`src/presence_gated_motor_cycle_sequencer_defines.svh`:
```
// ---------------------------------------------------------------------------
// Presence-gated motor cycle sequencer: assertion macros
// Shared concurrent assertion forms, clocked on clk.
// ---------------------------------------------------------------------------
`ifndef PRESENCE_GATED_MOTOR_CYCLE_SEQUENCER_DEFINES_SVH
`define PRESENCE_GATED_MOTOR_CYCLE_SEQUENCER_DEFINES_SVH

// Checked only outside reset
`define PGMS_ASSERT(lbl, prop, msg) \
    lbl: assert property (@(posedge clk) disable iff (!rst_n) prop) \
        else $error(msg);

// Checked at every edge, reset included
`define PGMS_ASSERT_ALWAYS(lbl, prop, msg) \
    lbl: assert property (@(posedge clk) prop) else $error(msg);

`endif

```
`src/pgms_pkg.sv`:
```
// ---------------------------------------------------------------------------
// pgms_pkg
// Types and constants shared by the motor cycle sequencer modules.
// ---------------------------------------------------------------------------
package pgms_pkg;

    localparam int DUTY_W     = 8;
    localparam int TIMER_W    = 16;
    localparam int MODE_AGE_W = 16;
    localparam int EDGE_AGE_W = 10;
    localparam int COOL_W     = 18;
    localparam int CFG_IDX_W  = 3;
    localparam int CFG_DATA_W = 18;

    // Operating modes, as reported on the result word
    typedef enum logic [2:0] {
        MODE_IDLE    = 3'd0,
        MODE_PRESENT = 3'd1,
        MODE_WAIT    = 3'd2,
        MODE_RUN     = 3'd3,
        MODE_COOL    = 3'd4,
        MODE_STOP    = 3'd5
    } mode_t;

    // Phases of a motor run
    typedef enum logic [2:0] {
        PH_NONE  = 3'd0,
        PH_UP    = 3'd1,
        PH_HOLD  = 3'd2,
        PH_DOWN  = 3'd3,
        PH_PAUSE = 3'd4
    } phase_t;

    // Commands carried with each tick
    typedef enum logic [1:0] {
        OP_NONE  = 2'd0,
        OP_STOP  = 2'd1,
        OP_RESET = 2'd2,
        OP_RUN   = 2'd3
    } op_t;

    // Register indexes
    localparam logic [CFG_IDX_W-1:0] REG_SENSOR_ACTIVE_LOW  = 3'd0;
    localparam logic [CFG_IDX_W-1:0] REG_TRIGGER_ON_ARRIVAL = 3'd1;
    localparam logic [CFG_IDX_W-1:0] REG_DUTY_PEAK          = 3'd2;
    localparam logic [CFG_IDX_W-1:0] REG_RAMP_INCREMENT     = 3'd3;
    localparam logic [CFG_IDX_W-1:0] REG_RAMP_STEP_TICKS    = 3'd4;
    localparam logic [CFG_IDX_W-1:0] REG_HOLD_TICKS         = 3'd5;
    localparam logic [CFG_IDX_W-1:0] REG_COOLDOWN_TICKS     = 3'd6;
    localparam logic [CFG_IDX_W-1:0] REG_CONFIRM_TICKS      = 3'd7;

    typedef struct packed {
        logic                  sensor_active_low;
        logic                  trigger_on_arrival;
        logic [DUTY_W-1:0]     duty_peak;
        logic [7:0]            ramp_increment;
        logic [7:0]            ramp_step_ticks;
        logic [TIMER_W-1:0]    hold_ticks;
        logic [COOL_W-1:0]     cooldown_ticks;
        logic [TIMER_W-1:0]    confirm_ticks;
    } cfg_t;

    localparam cfg_t CFG_RESET = '{
        sensor_active_low:  1'b1,
        trigger_on_arrival: 1'b0,
        duty_peak:          8'd220,
        ramp_increment:     8'd5,
        ramp_step_ticks:    8'd8,
        hold_ticks:         16'd3500,
        cooldown_ticks:     18'd180000,
        confirm_ticks:      16'd1500
    };

    typedef struct packed {
        logic              presence;
        logic              edge_pulse;
        mode_t             mode;
        logic              indicator;
        logic [DUTY_W-1:0] motor_duty;
    } result_t;

endpackage

```
`src/presence_gated_motor_cycle_sequencer.sv`:
```
// ---------------------------------------------------------------------------
// presence_gated_motor_cycle_sequencer
// Presence-gated motor run sequencer, one word in and one word out per tick.
// ---------------------------------------------------------------------------
// Usage:
//   s_* carries one word per millisecond tick: sensor level and a command.
//   m_* returns one word per tick: duty, lamp, mode, edge pulse, presence.
//   cfg_* writes the eight settings registers; it is always ready and should
//   be used only while no tick is in flight.
// Timing:
//   A tick word is held in the input register, then its result is loaded
//   into the output register, which drives m_tvalid. One word per cycle
//   is sustained while m_tready is high; the combinational mode and ramp
//   update between the two registers sets that rate.
// Stalls:
//   With m_tready low the result holds, an empty input register still takes
//   one more word, and then s_tready drops until the output drains.
// Reset:
//   rst_n clears both registers' valid flags, the mode state (idle, no run,
//   all ages zero) and restores the default settings.
// ---------------------------------------------------------------------------
`include "presence_gated_motor_cycle_sequencer_defines.svh"

module presence_gated_motor_cycle_sequencer #(
    parameter int DEBOUNCE_TICKS = 80,
    parameter int PAUSE_TICKS    = 800,
    parameter int ELAPSED_BITS   = 18
) (
    input  logic                             clk,
    input  logic                             rst_n,
    input  logic                             s_tvalid,
    output logic                             s_tready,
    input  logic [7:0]                       s_tdata,   // [0] sensor_level, [2:1] operation
    output logic                             m_tvalid,
    input  logic                             m_tready,
    output logic [15:0]                      m_tdata,   // [7:0] motor_duty, [8] indicator,
                                                        // [11:9] mode, [12] edge_pulse,
                                                        // [13] presence
    input  logic                             cfg_valid,
    output logic                             cfg_ready,
    input  logic [pgms_pkg::CFG_IDX_W-1:0]   cfg_index,
    input  logic [pgms_pkg::CFG_DATA_W-1:0]  cfg_data
);
    import pgms_pkg::*;

    cfg_t    cfg;
    result_t res;
    result_t out_reg;
    logic    m_valid_reg;
    logic    in_valid_reg;
    logic    sensor_reg;
    op_t     op_reg;
    logic    advance;
    logic    s_take;

    pgms_cfg u_cfg (
        .clk       (clk),
        .rst_n     (rst_n),
        .cfg_valid (cfg_valid),
        .cfg_ready (cfg_ready),
        .cfg_index (cfg_index),
        .cfg_data  (cfg_data),
        .cfg       (cfg)
    );

    // Handshake control
    assign advance  = in_valid_reg && (!m_valid_reg || m_tready);
    assign s_tready = !in_valid_reg || advance;
    assign s_take   = s_tvalid && s_tready;

    pgms_seq #(
        .DEBOUNCE_TICKS (DEBOUNCE_TICKS),
        .PAUSE_TICKS    (PAUSE_TICKS),
        .ELAPSED_BITS   (ELAPSED_BITS)
    ) u_seq (
        .clk          (clk),
        .rst_n        (rst_n),
        .step_en      (advance),
        .sensor_level (sensor_reg),
        .operation    (op_reg),
        .cfg          (cfg),
        .res          (res)
    );

    // Input register
    always_ff @(posedge clk or negedge rst_n)
    begin
        if (!rst_n)
        begin
            in_valid_reg <= 1'b0;
        end
        else if (s_take)
        begin
            in_valid_reg <= 1'b1;
        end
        else if (advance)
        begin
            in_valid_reg <= 1'b0;
        end
    end

    always_ff @(posedge clk)
    begin
        if (s_take)
        begin
            sensor_reg <= s_tdata[0];
            op_reg     <= op_t'(s_tdata[2:1]);
        end
    end

    // Output register
    always_ff @(posedge clk or negedge rst_n)
    begin
        if (!rst_n)
        begin
            m_valid_reg <= 1'b0;
        end
        else if (advance)
        begin
            m_valid_reg <= 1'b1;
        end
        else if (m_tready)
        begin
            m_valid_reg <= 1'b0;
        end
    end

    always_ff @(posedge clk)
    begin
        if (advance)
        begin
            out_reg <= res;
        end
    end

    assign m_tvalid = m_valid_reg;
    assign m_tdata  = {2'b00, out_reg.presence, out_reg.edge_pulse, out_reg.mode,
                       out_reg.indicator, out_reg.motor_duty};

    // a pending tick moves on as soon as the output is free
    `PGMS_ASSERT(a_no_bubble, in_valid_reg && !m_valid_reg |=> m_valid_reg, "tick not forwarded")
    // the edge tracker reports no edge while stopped
    `PGMS_ASSERT(a_edge_not_stop, m_valid_reg && out_reg.edge_pulse |-> out_reg.mode != MODE_STOP, "edge in stop mode")
    // no word left pending after reset
    `PGMS_ASSERT_ALWAYS(a_rst_quiet, !rst_n |=> !m_valid_reg && !in_valid_reg, "valid after reset")

endmodule

```
`src/pgms_cfg.sv`:
```
// ---------------------------------------------------------------------------
// pgms_cfg
// Configuration register file, written through the cfg channel.
// ---------------------------------------------------------------------------
module pgms_cfg (
    input  logic                             clk,
    input  logic                             rst_n,
    input  logic                             cfg_valid,
    output logic                             cfg_ready,
    input  logic [pgms_pkg::CFG_IDX_W-1:0]   cfg_index,
    input  logic [pgms_pkg::CFG_DATA_W-1:0]  cfg_data,
    output pgms_pkg::cfg_t                   cfg
);
    import pgms_pkg::*;

    cfg_t cfg_reg;

    // Writes are always taken
    assign cfg_ready = 1'b1;
    assign cfg       = cfg_reg;

    // Register write decode
    always_ff @(posedge clk or negedge rst_n)
    begin
        if (!rst_n)
        begin
            cfg_reg <= CFG_RESET;
        end
        else if (cfg_valid)
        begin
            case (cfg_index)
                REG_SENSOR_ACTIVE_LOW:  cfg_reg.sensor_active_low  <= cfg_data[0];
                REG_TRIGGER_ON_ARRIVAL: cfg_reg.trigger_on_arrival <= cfg_data[0];
                REG_DUTY_PEAK:          cfg_reg.duty_peak          <= cfg_data[DUTY_W-1:0];
                REG_RAMP_INCREMENT:     cfg_reg.ramp_increment     <= cfg_data[7:0];
                REG_RAMP_STEP_TICKS:    cfg_reg.ramp_step_ticks    <= cfg_data[7:0];
                REG_HOLD_TICKS:         cfg_reg.hold_ticks         <= cfg_data[TIMER_W-1:0];
                REG_COOLDOWN_TICKS:     cfg_reg.cooldown_ticks     <= cfg_data[COOL_W-1:0];
                REG_CONFIRM_TICKS:      cfg_reg.confirm_ticks      <= cfg_data[TIMER_W-1:0];
                default:                ;
            endcase
        end
    end

endmodule

```
`src/pgms_seq.sv`:
```
// ---------------------------------------------------------------------------
// pgms_seq
// Per-tick mode machine, edge tracker and run ramp, with its state registers.
// ---------------------------------------------------------------------------
`include "presence_gated_motor_cycle_sequencer_defines.svh"

module pgms_seq #(
    parameter int DEBOUNCE_TICKS = 80,
    parameter int PAUSE_TICKS    = 800,
    parameter int ELAPSED_BITS   = 18
) (
    input  logic                clk,
    input  logic                rst_n,
    input  logic                step_en,
    input  logic                sensor_level,
    input  pgms_pkg::op_t       operation,
    input  pgms_pkg::cfg_t      cfg,
    output pgms_pkg::result_t   res
);
    import pgms_pkg::*;

    localparam int CMP_W = (ELAPSED_BITS > COOL_W) ? ELAPSED_BITS : COOL_W;
    localparam logic [EDGE_AGE_W-1:0] DEB_T   = EDGE_AGE_W'(DEBOUNCE_TICKS);
    localparam logic [TIMER_W-1:0]    PAUSE_T = TIMER_W'(PAUSE_TICKS);
    localparam bit                    PAUSE_ZERO = (PAUSE_TICKS == 0);

    mode_t                   mode_reg,   mode_next;
    phase_t                  phase_reg,  phase_next;
    logic [TIMER_W-1:0]      timer_reg,  timer_next;
    logic [DUTY_W-1:0]       ramp_reg,   ramp_next;
    logic [MODE_AGE_W-1:0]   age_reg,    age_next;
    logic [ELAPSED_BITS-1:0] srun_reg,   srun_next;
    logic                    ever_reg,   ever_next;
    logic [EDGE_AGE_W-1:0]   sedge_reg,  sedge_next;
    logic                    prior_reg,  prior_next;

    logic                    pres;
    logic                    edge_hit;
    logic                    cool_active;
    logic                    do_tick;
    logic [7:0]              step_len;
    logic [7:0]              incr;
    logic [ELAPSED_BITS-1:0] srun_inc;
    logic [DUTY_W-1:0]       duty;
    logic [DUTY_W:0]         ramp_sum;
    phase_t                  rt_phase;
    logic [TIMER_W-1:0]      rt_timer;
    logic [DUTY_W-1:0]       rt_ramp;
    mode_t                   m;

    // Tick update
    always_comb
    begin
        pres     = cfg.sensor_active_low ? ~sensor_level : sensor_level;
        step_len = (cfg.ramp_step_ticks == 8'd0) ? 8'd1 : cfg.ramp_step_ticks;
        incr     = (cfg.ramp_increment == 8'd0) ? 8'd1 : cfg.ramp_increment;

        // ages advance first, saturating
        age_next   = (age_reg != '1) ? age_reg + 1'b1 : age_reg;
        srun_inc   = (srun_reg != '1) ? srun_reg + 1'b1 : srun_reg;
        srun_next  = srun_inc;
        sedge_next = (sedge_reg != '1) ? sedge_reg + 1'b1 : sedge_reg;

        cool_active = ever_reg && (CMP_W'(srun_inc) < CMP_W'(cfg.cooldown_ticks));

        m          = mode_reg;
        phase_next = phase_reg;
        timer_next = timer_reg;
        ramp_next  = ramp_reg;
        ever_next  = ever_reg;
        prior_next = prior_reg;
        edge_hit   = 1'b0;
        do_tick    = 1'b0;
        duty       = '0;
        ramp_sum   = '0;
        rt_phase   = phase_reg;
        rt_timer   = timer_reg;
        rt_ramp    = ramp_reg;

        if (mode_reg == MODE_RUN && phase_reg != PH_NONE)
        begin
            do_tick = 1'b1;
        end
        else
        begin
            // command
            case (operation)
                OP_STOP:
                begin
                    m = MODE_STOP;
                    age_next = '0;
                end
                OP_RESET:
                begin
                    m = MODE_IDLE;
                    age_next = '0;
                end
                OP_RUN:
                begin
                    if (m != MODE_STOP)
                    begin
                        m = MODE_RUN;
                        age_next = '0;
                    end
                end
                default: ;
            endcase

            if (m != MODE_STOP)
            begin
                if (pres && m == MODE_IDLE)
                begin
                    m = MODE_PRESENT;
                    age_next = '0;
                end

                // debounced edge, held off after the last one
                if (sedge_next >= DEB_T)
                begin
                    edge_hit = cfg.trigger_on_arrival ? (pres && !prior_reg)
                                                      : (!pres && prior_reg);
                    if (edge_hit)
                    begin
                        sedge_next = '0;
                    end
                end
                prior_next = pres;

                case (m)
                    MODE_PRESENT:
                    begin
                        if (!cfg.trigger_on_arrival && edge_hit)
                        begin
                            m = MODE_WAIT;
                            age_next = '0;
                        end
                    end
                    MODE_WAIT:
                    begin
                        if (pres)
                        begin
                            m = MODE_PRESENT;
                            age_next = '0;
                        end
                        else if (cool_active)
                        begin
                            m = MODE_COOL;
                            age_next = '0;
                        end
                        else if (age_next >= cfg.confirm_ticks)
                        begin
                            m = MODE_RUN;
                            age_next = '0;
                        end
                    end
                    MODE_RUN:
                    begin
                        if (pres)
                        begin
                            m = MODE_PRESENT;
                            age_next = '0;
                        end
                        else
                        begin
                            // start of ramp up, first tick runs now
                            do_tick  = 1'b1;
                            rt_phase = PH_UP;
                            rt_timer = TIMER_W'(step_len);
                            rt_ramp  = '0;
                        end
                    end
                    MODE_COOL:
                    begin
                        if (ever_reg && CMP_W'(srun_inc) >= CMP_W'(cfg.cooldown_ticks))
                        begin
                            m = MODE_IDLE;
                            age_next = '0;
                        end
                    end
                    MODE_IDLE: ;
                    default:
                    begin
                        m = MODE_IDLE;
                        age_next = '0;
                    end
                endcase
            end
        end

        mode_next = m;

        // one ramp tick
        if (do_tick)
        begin
            if (rt_phase == PH_UP || rt_phase == PH_DOWN)
                duty = rt_ramp;
            else if (rt_phase == PH_HOLD)
                duty = cfg.duty_peak;

            phase_next = rt_phase;
            ramp_next  = rt_ramp;

            if (rt_timer > TIMER_W'(1))
            begin
                timer_next = rt_timer - 1'b1;
            end
            else
            begin
                timer_next = '0;
                case (rt_phase)
                    PH_UP:
                    begin
                        ramp_sum = {1'b0, rt_ramp} + {1'b0, incr};
                        if (ramp_sum <= {1'b0, cfg.duty_peak})
                        begin
                            ramp_next  = ramp_sum[DUTY_W-1:0];
                            timer_next = TIMER_W'(step_len);
                        end
                        else if (cfg.hold_ticks == '0)
                        begin
                            phase_next = PH_DOWN;
                            ramp_next  = cfg.duty_peak;
                            timer_next = TIMER_W'(step_len);
                        end
                        else
                        begin
                            phase_next = PH_HOLD;
                            timer_next = cfg.hold_ticks;
                        end
                    end
                    PH_HOLD:
                    begin
                        phase_next = PH_DOWN;
                        ramp_next  = cfg.duty_peak;
                        timer_next = TIMER_W'(step_len);
                    end
                    PH_DOWN:
                    begin
                        if (rt_ramp >= incr)
                        begin
                            ramp_next  = rt_ramp - incr;
                            timer_next = TIMER_W'(step_len);
                        end
                        else if (!PAUSE_ZERO)
                        begin
                            phase_next = PH_PAUSE;
                            timer_next = PAUSE_T;
                        end
                        else
                        begin
                            phase_next = PH_NONE;
                            mode_next  = MODE_COOL;
                            age_next   = '0;
                            srun_next  = '0;
                            ever_next  = 1'b1;
                        end
                    end
                    default:
                    begin
                        // end of run
                        phase_next = PH_NONE;
                        mode_next  = MODE_COOL;
                        age_next   = '0;
                        srun_next  = '0;
                        ever_next  = 1'b1;
                    end
                endcase
            end
        end

        res.motor_duty = duty;
        res.indicator  = (mode_next == MODE_PRESENT) || (mode_next == MODE_WAIT) ||
                         (mode_next == MODE_RUN);
        res.mode       = mode_next;
        res.edge_pulse = edge_hit;
        res.presence   = pres;
    end

    // State registers, updated once per tick
    always_ff @(posedge clk or negedge rst_n)
    begin
        if (!rst_n)
        begin
            mode_reg  <= MODE_IDLE;
            phase_reg <= PH_NONE;
            timer_reg <= '0;
            ramp_reg  <= '0;
            age_reg   <= '0;
            srun_reg  <= '0;
            ever_reg  <= 1'b0;
            sedge_reg <= '0;
            prior_reg <= 1'b0;
        end
        else if (step_en)
        begin
            mode_reg  <= mode_next;
            phase_reg <= phase_next;
            timer_reg <= timer_next;
            ramp_reg  <= ramp_next;
            age_reg   <= age_next;
            srun_reg  <= srun_next;
            ever_reg  <= ever_next;
            sedge_reg <= sedge_next;
            prior_reg <= prior_next;
        end
    end

    // a run phase only exists in run mode
    `PGMS_ASSERT(a_phase_in_run, phase_reg != PH_NONE |-> mode_reg == MODE_RUN, "run phase outside run mode")
    // state moves only on a tick
    `PGMS_ASSERT(a_state_on_step, !step_en |=> $stable(mode_reg) && $stable(phase_reg), "state changed without tick")

endmodule
```
`config.mk`:
```
export PLATFORM = sky130hd
export DESIGN_NAME = presence_gated_motor_cycle_sequencer
export DESIGN_NICKNAME = d
export VERILOG_FILES = /design/src/pgms_pkg.sv /design/src/presence_gated_motor_cycle_sequencer.sv /design/src/pgms_cfg.sv /design/src/pgms_seq.sv
export VERILOG_INCLUDE_DIRS = /design/src /design/src/src
export SDC_FILE = /design/constraint.sdc
export NUM_CORES = 1
export LEC_CHECK = 0
export BUFFER_PORTS_ARGS = -buffer_cell sky130_fd_sc_hd__buf_2
export CAP_MARGIN = 20
export CORE_UTILIZATION = 46
export CTS_BUF_LIST = sky130_fd_sc_hd__clkbuf_4
export DETAILED_ROUTE_END_ITERATION = 8
export SLEW_MARGIN = 0
export SYNTH_ARGS = -nofsm -noshare
export SYNTH_HDL_FRONTEND = slang
export SYNTH_SLANG_ARGS = --single-unit
```
`constraint.sdc`:
```
create_clock -name clk -period 9.9 [get_ports clk]
set_input_delay 2.475 -clock clk [delete_from_list [all_inputs] [get_ports clk]]
set_output_delay 2.475 -clock clk [all_outputs]
set_load 0.01 [all_outputs]
```
# After elaboration in Yosys (flattened, before gate mapping)
# Index checks and enable logic that the tools add are counted.
totals:
  ramBits: 0
  inputBits: 34
  register_bits: 171
  word_cells: 201
  out_inout_bits: 19
  romBits: 0
  latch_bits: 0
  mem_count: 0
op_classes:
  multipliers: 0
  n_lt_le_gt_ge: 7
  shift: 0
  reduce_logical: 42
  eq_ne: 26
  n_addsub: 6
  bitwise_logic: 5
  mux: 89
  div: 0
op_table:
  columns: ["operator", "count"]
  rows:
  - ["16-bit 2-to-1 mux", 23]
  - ["8-bit 2-to-1 mux", 12]
  - ["16-bit case mux with 5 select lines", 1]
  - ["18-bit 2-to-1 mux", 4]
  - ["3-bit 2-to-1 mux", 23]
  - ["10-bit 2-to-1 mux", 6]
  - ["16-bit case mux with 3 select lines", 1]
  - ["16-bit case mux with 2 select lines", 1]
  - ["3-bit by 2-bit == test with 1-bit output (second input constant)", 9]
  - ["8-bit case mux with 3 select lines", 1]
  - ["18-bit by 1-bit adder with 18-bit output (second input constant)", 1]
  - ["18-bit >= comparator", 1]
  - ["18-bit less-than comparator", 1]
  - ["18-bit inequality test (second input constant)", 1]
  - ["3-bit case mux with 3 select lines", 2]
  - ["2-bit AND reduction", 9]
  - ["16-bit by 1-bit adder with 16-bit output (second input constant)", 1]
  - ["16-bit >= comparator", 1]
  - ["16-bit by 1-bit > comparator with 1-bit output (second input constant)", 1]
  - ["16-bit logical NOT", 1]
  - ["8-bit logical NOT", 2]
  - ["16-bit inequality test (second input constant)", 1]
  - ["16-bit by 1-bit subtractor with 16-bit output (second input constant)", 1]
  - ["3-bit == test (second input constant)", 5]
  - ["other kinds (24)", 66]

# Longest topological paths before layout
# Gate-level depths: netlist of the first run.
logic_depth:
  ltp_word: 22
  mapped_depth: 25
  depth_no_buf: 20

# Hierarchy
# A second synthesis of the first run with hierarchy kept.
hier_totals:
  hier_cells: 1232
  area_unflattened_um2: 11616.1
by_module_without_submodules:
  columns: ["mod", "seq_area_each_um2", "cells_each", "area_per_inst_um2", "n_inst"]
  rows:
  - ["pgms_seq", 1901.8, 1033, 7911.3, 1]
  - ["pgms_cfg", 1941.9, 171, 3071.7, 1]
  - ["presence_gated_motor_cycle_sequencer", 560.5, 28, 633.1, 1]

# Worst setup path before layout of the first run
# OpenSTA, ideal clock, no wires.
synth_path:
  path_type: "flip-flop to flip-flop"
  startpoint: "register op_reg[0]"
  endpoint: "register u_seq.ramp_reg[5]"
  synth_period_minus_slack_ns: 5.195
  setup_ns: 0.129
  t_arrival_ns: 5.066
  required_time_ns: 9.771
  path_slack_ns: 4.705
  path_stages_with_launch: 26
  path_cell_list: "edfxtp_1 > buf_2 > and2_1 > o21a_1 > o211ai_2 > buf_2 > clkbuf_1 > buf_2 > nand2_1 > inv_1 > ha_1 > inv_1 > fa_1 > o21ba_2 > o211ai_1 > a21oi_1 > xor2_1 > ha_1 > a2111oi_0 > o21ai_0 > o22a_1 > or2_2 > buf_2 > mux2_2 > a222oi_1 > o2bb2ai_1"
synth_via:
  elab_chain_cells: 17
  word_cells_on_any_way: 38
synth_rtl:
  columns: ["element", "line_no", "source"]
  rows:
  - ["start, declared", "presence_gated_motor_cycle_sequencer.sv:52", "op_t op_reg;"]
  - ["start signal, assigned", "presence_gated_motor_cycle_sequencer.sv:107", "op_reg <= op_t'(s_tdata[2:1]);"]
  - ["2-bit == test / 2-bit by 1-bit == test with 1-bit output (equally long branches)", "pgms_seq.sv:87", "case (operation)"]
  - ["3-bit case mux with 3 select lines (*)", "pgms_seq.sv:87", null]
  - ["3-bit 2-to-1 mux (*)", "pgms_seq.sv:80", "if (mode_reg == MODE_RUN && phase_reg != PH_NONE)"]
  - ["3-bit logical NOT", "pgms_seq.sv:111", "if (pres && m == MODE_IDLE)"]
  - ["1-bit logical AND", "pgms_seq.sv:111", null]
  - ["3-bit 2-to-1 mux", "pgms_seq.sv:111", null]
  - ["3-bit 2-to-1 mux", "pgms_seq.sv:109", "if (m != MODE_STOP)"]
  - ["3-bit 2-to-1 mux", "pgms_seq.sv:80", null]
  - ["3-bit by 2-bit == test with 1-bit output", "pgms_seq.sv:129", "case (m)"]
  - ["8-bit 2-to-1 mux", "pgms_seq.sv:129", null]
  - ["8-bit 2-to-1 mux", "pgms_seq.sv:109", null]
  - ["8-bit 2-to-1 mux", "pgms_seq.sv:80", null]
  - ["8-bit by 8-bit adder with 9-bit output", "pgms_seq.sv:213", "ramp_sum = {1'b0, rt_ramp} + {1'b0, incr};"]
  - ["9-bit by 8-bit less-or-equal comparator with 1-bit output", "pgms_seq.sv:214", "if (ramp_sum <= {1'b0, cfg.duty_peak})"]
  - ["8-bit 2-to-1 mux", "pgms_seq.sv:214", null]
  - ["8-bit case mux with 3 select lines", "pgms_seq.sv:210", "case (rt_phase)"]
  - ["8-bit 2-to-1 mux", "pgms_seq.sv:203", "if (rt_timer > TIMER_W'(1))"]
  - ["end signal, assigned", "pgms_seq.sv:299", "ramp_reg <= ramp_next;"]
  - ["end, declared", "pgms_seq.sv:30", "logic [DUTY_W-1:0] ramp_reg, ramp_next;"]
# Mark *: on every way between the ends. The rest lies on a longest branch, timed or not. The select of a mux whose other input is x is not followed.
# A chain may end at the register's enable or synchronous reset.

# Final worst setup path of the first run
layout_path:
  startpoint: "register u_seq.mode_reg[2]"
  endpoint: "register u_seq.timer_reg[7]"
layout_via:
  elab_chain_cells: 18
  word_cells_on_any_way: 38
layout_rtl:
  columns: ["element", "line_no", "source"]
  rows:
  - ["start, declared", "pgms_seq.sv:27", "mode_t mode_reg, mode_next;"]
  - ["start signal, assigned", "pgms_seq.sv:296", "mode_reg <= mode_next;"]
  - ["3-bit inequality test", "pgms_seq.sv:100", "if (m != MODE_STOP)"]
  - ["3-bit 2-to-1 mux", "pgms_seq.sv:100", null]
  - ["3-bit case mux with 3 select lines", "pgms_seq.sv:87", null]
  - ["3-bit 2-to-1 mux", "pgms_seq.sv:80", null]
  - ["3-bit logical NOT", "pgms_seq.sv:111", null]
  - ["1-bit logical AND", "pgms_seq.sv:111", null]
  - ["3-bit 2-to-1 mux", "pgms_seq.sv:111", null]
  - ["3-bit 2-to-1 mux", "pgms_seq.sv:109", null]
  - ["(+2 left out)", null, null]
  - ["8-bit 2-to-1 mux", "pgms_seq.sv:129", null]
  - ["8-bit 2-to-1 mux", "pgms_seq.sv:109", null]
  - ["8-bit 2-to-1 mux", "pgms_seq.sv:80", null]
  - ["8-bit by 8-bit adder with 9-bit output", "pgms_seq.sv:213", null]
  - ["9-bit by 8-bit less-or-equal comparator with 1-bit output", "pgms_seq.sv:214", null]
  - ["16-bit 2-to-1 mux", "pgms_seq.sv:214", null]
  - ["16-bit case mux with 3 select lines", "pgms_seq.sv:210", null]
  - ["16-bit 2-to-1 mux", "pgms_seq.sv:203", null]
  - ["end signal, assigned", "pgms_seq.sv:298", "timer_reg <= timer_next;"]
  - ["end, declared", "pgms_seq.sv:29", "logic [TIMER_W-1:0] timer_reg, timer_next;"]
# Parallel ways exist; a longest one is shown, timed or not. The select of a mux whose other input is x is not followed.

==> flow_metrics.py, run 1 <==
metrics = {
    "global_route": {
        "antenna_found_initial": 1,
        "grt_overflow": 0,
        "grt_start_max_net_pins": 88,
        "grtUsageTotal_pct": 23.5,
        "grt_first_pass_wirelength_um": 45000,
        "grt_pass1_vias": 8524,
    },
    "clock_network": {
        "root_buffer": "clkbuf_4",
        "ctsResizeCount": 0,
        "cts_max_level": 4,
        "clk_pin_slew_ps": 170,
        "clock_path_buffers": 2,
        "cts_tree": "done",
        "hold_buffers": 0,
        "cts_sinks": 171,
        "clkLatencyLatePin_ps": 580,
        "cts_setup_buffers": 0,
        "cts_made_buffers": 17,
    },
    "floorplan": {
        "num_rows": 56,
        "start_util_pct": 47.2,
        "dieWidth_um": 158,
        "coreArea_um2": 23600,
        "die_area_um2": 24800,
        "die_h_um": 158,
        "io_pins": 53,
    },
    "layout": {
        "finish.utilization_pct": 50.1,
        "drive_gt1_share_pct": 18.1,
        "nets": 1308,
        "largest_reg_flops": 76,
        "area_growth_pct": 6.13,
    },
    "drt": {
        "drt-wirelength-per-cell_um": 18.0,
        "drtIter0Drc": 576,
        "drc": 0,
        "via_count": 9004,
        "totalWireLength_um": 27700,
        "routed_via_density": 5.84,
        "dr.pass1.iters": 5,
        "ant_nets": 0,
    },
    "sta": {
        "maxClockFrequency_ghz": 0.173,
        "holdWs_ps": 482,
        "setup_tns_ps": 0,
        "min_period_over_period_pct": 58.3,
        "relSlewSlack_pct": 29.7,
        "worst_pin_slew_ps": 1050,
        "drv_slew": 0,
        "hold_viol": 0,
        "skew_ps": 27.1,
        "rsz0062_at_grt": "false",
        "period_needed_ps": 5770,
        "setup_viol": 0,
        "worst_slack_ps": 4130,
    },
    "worst_hold_path": {
        "hold_end": "m_tvalid$_DFFE_PN0P_",
        "whs_path_depth": 1,
        "hold_start": "in_valid_reg$_DFFE_PN0P_",
        "hold_path.class": "register to register",
    },
    "synth": {
        "synth_area_leaders": "dfrtp_1 (27%), dfstp_2 (7.5%), mux2_2 (7.4%)",
        "yosysSeqAreaShare_pct": 39.5,
        "synth_area_leader_cell": "dfrtp_1",
        "syn_avg_cell_area_um2": 9.29,
        "synth_edf_count": 17,
        "syn_inst": 1199,
        "yosys_warnings": 0,
        "synth_flop_cell": "dfrtp_1",
        "synth_top_cell_area_share_pct": 27.4,
        "syn_area_um2": 11100,
        "ys_types": 86,
        "ys_top_cells_by_count": "dfrtp_1 (122), nor2_1 (98), nand2_1 (85), a21oi_1 (83)",
        "ys_ff_latch": 171,
        "async_flop_share_pct": 90.1,
        "yosysMostFrequentCell": "dfrtp_1",
    },
    "critical_path": {
        "start_kind": "register",
        "crit_chain": "nand3b_1 > or2_2 > o211ai_2 > buf_4 > nand2_1 > inv_1 > ha_1 > inv_1 > fa_1 > o21ba_2 > o211ai_1 > a21oi_1 > xor2_1 > ha_1 > a2111oi_0 > o21ai_0 > o22a_1 > o21ai_1 > a211oi_1 > nor3_1 > o2bb2ai_1",
        "cp_slowest_stage_delay_ps": 610,
        "crit_slowest_cell": "nor3_1",
        "endpoint_kind": "register",
        "crit_required_ps": 10420,
        "r2r_slack_ps": 4130,
        "critPathMaxFanout": 38,
        "rr_endpoint": "u_seq.timer_reg[7]$_DFFE_PN0P_",
        "crit_type": "register to register",
        "critical-path-top-delay-family": "compound AO/OA/AOI/OAI gates",
        "ff2ff_path_depth": 21,
        "path_buf_inv": 3,
        "cp.arrival_ps": 6290,
        "reg2reg_from": "u_seq.mode_reg[2]$_DFFE_PN0P_",
    },
    "placement": {
        "place_ws_ps": 4230,
        "port_buffers": 44,
        "gp_congestion": 0.872,
        "hpwlAfterDp_um": 20000,
    },
    "power": {
        "p_per_area_nw_per_um2": 177,
        "p_leak_nw": 5.06,
        "ir_worst_vdd_mv": 0.0839,
    },
    "run": {
        "cap_violations": 0,
    },
    "outcome": {
        "status": "finished clean",
    },
}
-- layout make-up --
cell class / count / area, um2
Antenna cell: 1 / 2.50
Clock buffer: 17 / 128
Clock inverter: 15 / 138
Fill cell: 2286 / 11800
Inverter: 72 / 270
Multi-Input combinational cell: 893 / 6180
Sequential cell: 171 / 4400
Tap cell: 319 / 399
Timing Repair Buffer: 54 / 299
-- power by group --
group | internal [mW] | switching (mW) | leakage [nW] | total (mW)
combinational | 0.296 | 0.388 | 2.87 | 0.684
clock | 0.130 | 0.274 | 0.145 | 0.404
sequential | 0.861 | 0.147 | 2.05 | 1.01
-- cell usage in the layout (no fill, tap or decap), drive strengths merged, types with 12 or more instances in the layout --
cell type	count
xnor2	21
o21ai	86
a21oi	83
nor2	99
and3	12
nand2	85
o31ai	12
nand4	19
nand2b	18
and2	22
nor4	12
buf	54
xor2	16
inv	78
nor3	33
a31oi	15
clkbuf	17
dfrtp	122
nand3	33
edfxtp	17
dfstp	32
ha	63
mux2	73
-- layer usage --
| layer | track usage [%] | share of wire, % | vias up |
|---|---|---|---|
| li1 | - | - | 4373 |
| met1 | 33.3 | 48 | 4394 |
| met2 | 36.9 | 45 | 207 |
| met3 | 4.16 | 4.6 | 30 |
| met4 | 6.33 | 1.7 | 0 |
| met5 | 0 | 0 | - |
-- cell families (layout without fill, tap and decap cells) --
kind of cell               count (synthesis)  count (layout)  synth area share (%)
DFF                                      171             171                  39.5
AOI/OAI and AO/OA                        318             318                  18.8
adders and majority gates                 66              66                  7.53
muxes                                     83              83                  8.28
buffers and inverters                    136             158                  5.00
other                                      2               4                0.0674
xor gates and xnor gates                  37              37                  2.98
and+or+nand+nor                          386             386                  17.8
-- worst max path at each step --
stage | from | endpoint | slack (ps) | cells after the start
4_1_cts | u_seq.mode_reg[2]$_DFFE_PN0P_ | u_seq.timer_reg[3]$_DFFE_PN0P_ | 4190 | 21
3_3_place_gp | u_seq.mode_reg[2]$_DFFE_PN0P_ | u_seq.timer_reg[3]$_DFFE_PN0P_ | 4290 | 21
6_report | u_seq.mode_reg[2]$_DFFE_PN0P_ | u_seq.timer_reg[7]$_DFFE_PN0P_ | 4130 | 21
5_1_grt | u_seq.mode_reg[0]$_DFFE_PN0P_ | u_seq.timer_reg[7]$_DFFE_PN0P_ | 3680 | 21
3_5_place_dp | u_seq.mode_reg[2]$_DFFE_PN0P_ | u_seq.timer_reg[3]$_DFFE_PN0P_ | 4230 | 21
2_1_floorplan | op_reg[0]$_DFFE_PP_ | u_seq.ramp_reg[5]$_DFFE_PN0P_ | 4710 | 25
-- per-stage QoR --
step,instance area (um2),power (mW),cells
floorplan,11100,1.52,1200
detailed placement,11500,1.70,1508
global route,11800,2.25,1542
CTS,11800,2.11,1540
finish,11800,2.10,1542
global placement,11500,1.68,1508
No activity file was read; power rests on OpenSTA's default activity.
==> run 2, diff against run 1 <==
Clock period 9.9 ns to 4.8 ns, I/O delays scaled along.
==> run 2 against run 1 <==
  * Critical path depth decreased by 2
  * Sequential power increased by 100%
  * Wire length increased by 6.6%
  * Clock skew increased by 12 ps
  * Largest power group unchanged
  * Highest routed layer unchanged
==> flow_metrics.py, run 2 (synthesis results as in run 1) <==
metrics = {
    "outcome": {
        "status": "finished clean",
    },
    "power": {
        "p_per_area_nw_per_um2": 363,
        "p_leak_nw": 5.42,
        "ir_worst_vdd_mv": 0.188,
    },
    "drt": {
        "via_count": 9266,
        "routed_via_density": 5.75,
        "drtIter0Drc": 649,
        "totalWireLength_um": 29600,
        "drc": 0,
        "dr.pass1.iters": 5,
        "ant_nets": 0,
        "drt-wirelength-per-cell_um": 18.4,
    },
    "sta": {
        "skew_ps": 39.0,
        "period_needed_ps": 4640,
        "worst_slack_ps": 163,
        "hold_viol": 0,
        "relSlewSlack_pct": 38.8,
        "worst_pin_slew_ps": 915,
        "setup_viol": 0,
        "maxClockFrequency_ghz": 0.216,
        "min_period_over_period_pct": 96.6,
        "drv_slew": 0,
    },
    "layout": {
        "final_common_cell": "dfrtp_1",
        "largest_reg_flops": 76,
        "multi_input_area_um2": 6290,
        "final_cell_mix": "dfrtp_1 (120), nor2_1 (97), nand2_1 (84)",
        "final_cells": 1611,
        "drive_gt1_share_pct": 24.2,
        "area_growth_pct": 12.2,
        "seqCellArea_um2": 4410,
        "nets": 1377,
        "nFillCells": 2233,
    },
    "floorplan": {
        "dieWidth_um": 158,
        "die_h_um": 158,
        "coreArea_um2": 23600,
        "io_pins": 53,
        "start_util_pct": 47.2,
        "die_area_um2": 24800,
        "num_rows": 56,
    },
    "clock_network": {
        "cts_sinks": 171,
        "clkLatencyLatePin_ps": 590,
        "clock_path_buffers": 2,
        "cts_made_buffers": 17,
        "hold_buffers": 0,
        "root_buffer": "clkbuf_4",
        "cts_max_level": 4,
        "clk_pin_slew_ps": 160,
        "cts_tree": "done",
    },
    "global_route": {
        "grt_overflow": 0,
        "grt_start_max_net_pins": 78,
        "grtUsageTotal_pct": 24.4,
        "grt_first_pass_wirelength_um": 46500,
        "grt_pass1_vias": 8794,
        "antenna_found_initial": 1,
        "use_met1_pct": 35.7,
        "use_met2_pct": 37.9,
        "grtUsageMet3_pct": 3.78,
        "busiest_layer": "met2",
    },
    "critical_path": {
        "cp.arrival_ps": 5150,
        "crit_type": "register to register",
        "start_kind": "register",
        "crit_required_ps": 5320,
        "critPathMaxFanout": 5,
        "endpoint_kind": "register",
    },
    "placement": {
        "dp_cells": 1565,
        "place_ws_ps": 5.81,
        "hpwlAfterDp_um": 21200,
        "port_buffers": 44,
        "gp_congestion": 0.882,
    },
    "run": {
        "cap_violations": 0,
    },
    "worst_hold_path": {
        "hold_path.class": "register to register",
    },
}
## run 2: where the power goes
group / switching (mW) / total (mW) / internal (mW) / leakage [nW]
logic: 0.905 / 1.65 / 0.741 / 3.22
clock network: 0.550 / 0.824 / 0.274 / 0.148
registers: 0.283 / 2.06 / 1.78 / 2.05
## run 2: final timing paths
check	cells after the start	start	slack (ps)	endpoint
max in group asynchronous	2	rst_n	3200	u_cfg.cfg[44]$_DFFE_PN1P_
hold reg to reg	1	in_valid_reg$_DFFE_PN0P_	490	m_tvalid$_DFFE_PN0P_
hold / removal	1	in_valid_reg$_DFFE_PN0P_	490	m_tvalid$_DFFE_PN0P_
min in group asynchronous	1	rst_n	630	u_seq.sedge_reg[8]$_DFFE_PN0P_
setup reg to reg	19	u_seq.srun_reg[0]$_DFFE_PN0P_	160	u_seq.age_reg[6]$_DFFE_PN0P_
setup / recovery	19	u_seq.srun_reg[0]$_DFFE_PN0P_	160	u_seq.age_reg[6]$_DFFE_PN0P_
## run 2: final cells by class
class,count,area share (%)
well taps,319,3.19
diodes,1,0.0200
multi-input cells,894,50.4
clock inverters,14,1.12
inverters,72,2.16
repair buffers,122,6.80
flip-flops and latches,171,35.3
clock buffers,18,1.08
## run 2: layer usage
layer | vias to the layer above | part of all wire [%]
li1 | 4514 | -
met3 | 27 | 5.0
met1 | 4488 | 49
met2 | 237 | 45
met4 | 0 | 1.1
met5 | - | 0
## run 2: timing repair
action | in CTS | in global routing
setup buffers | 0 | 10
cloned | 0 | 1
gates resized for setup | 3 | 19
setup endpoints to repair | 1 | 36
pin swaps | 1 | 17
## run 2: worst max-delay path: stages, from the launching register on
cell and delay, ps:
dfrtp_2 430, ha_1 220, nand2_1 80, or2_1 250
or4_1 560, nand2b_2 130, nor2_1 60, and2_1 190
xor2_1 160, ha_1 320, nand4_1 140, nor4_2 290
buf_4 160, o31ai_1 80, a41o_1 280, o41ai_4 450
buf_4 220, o31ai_2 120, or3_1 350, o21ai_0 80
## run 2: stage by stage
| step | cell area [um2] | util [%] | TNS [ps] | hold slack [ps] | power [mW] |
|---|---|---|---|---|---|
| floorplan | 11200 | - | -105 | 448 | 3.15 |
| global placement | 12000 | 50.9 | -12.9 | 465 | 3.61 |
| detailed placement | 12000 | 50.9 | 0 | 467 | 3.65 |
| CTS | 12300 | 52.1 | 0 | 497 | 4.48 |
| global route | 12500 | 52.9 | -79.2 | 512 | 4.84 |
| finish | 12500 | 52.9 | 0 | 493 | 4.53 |
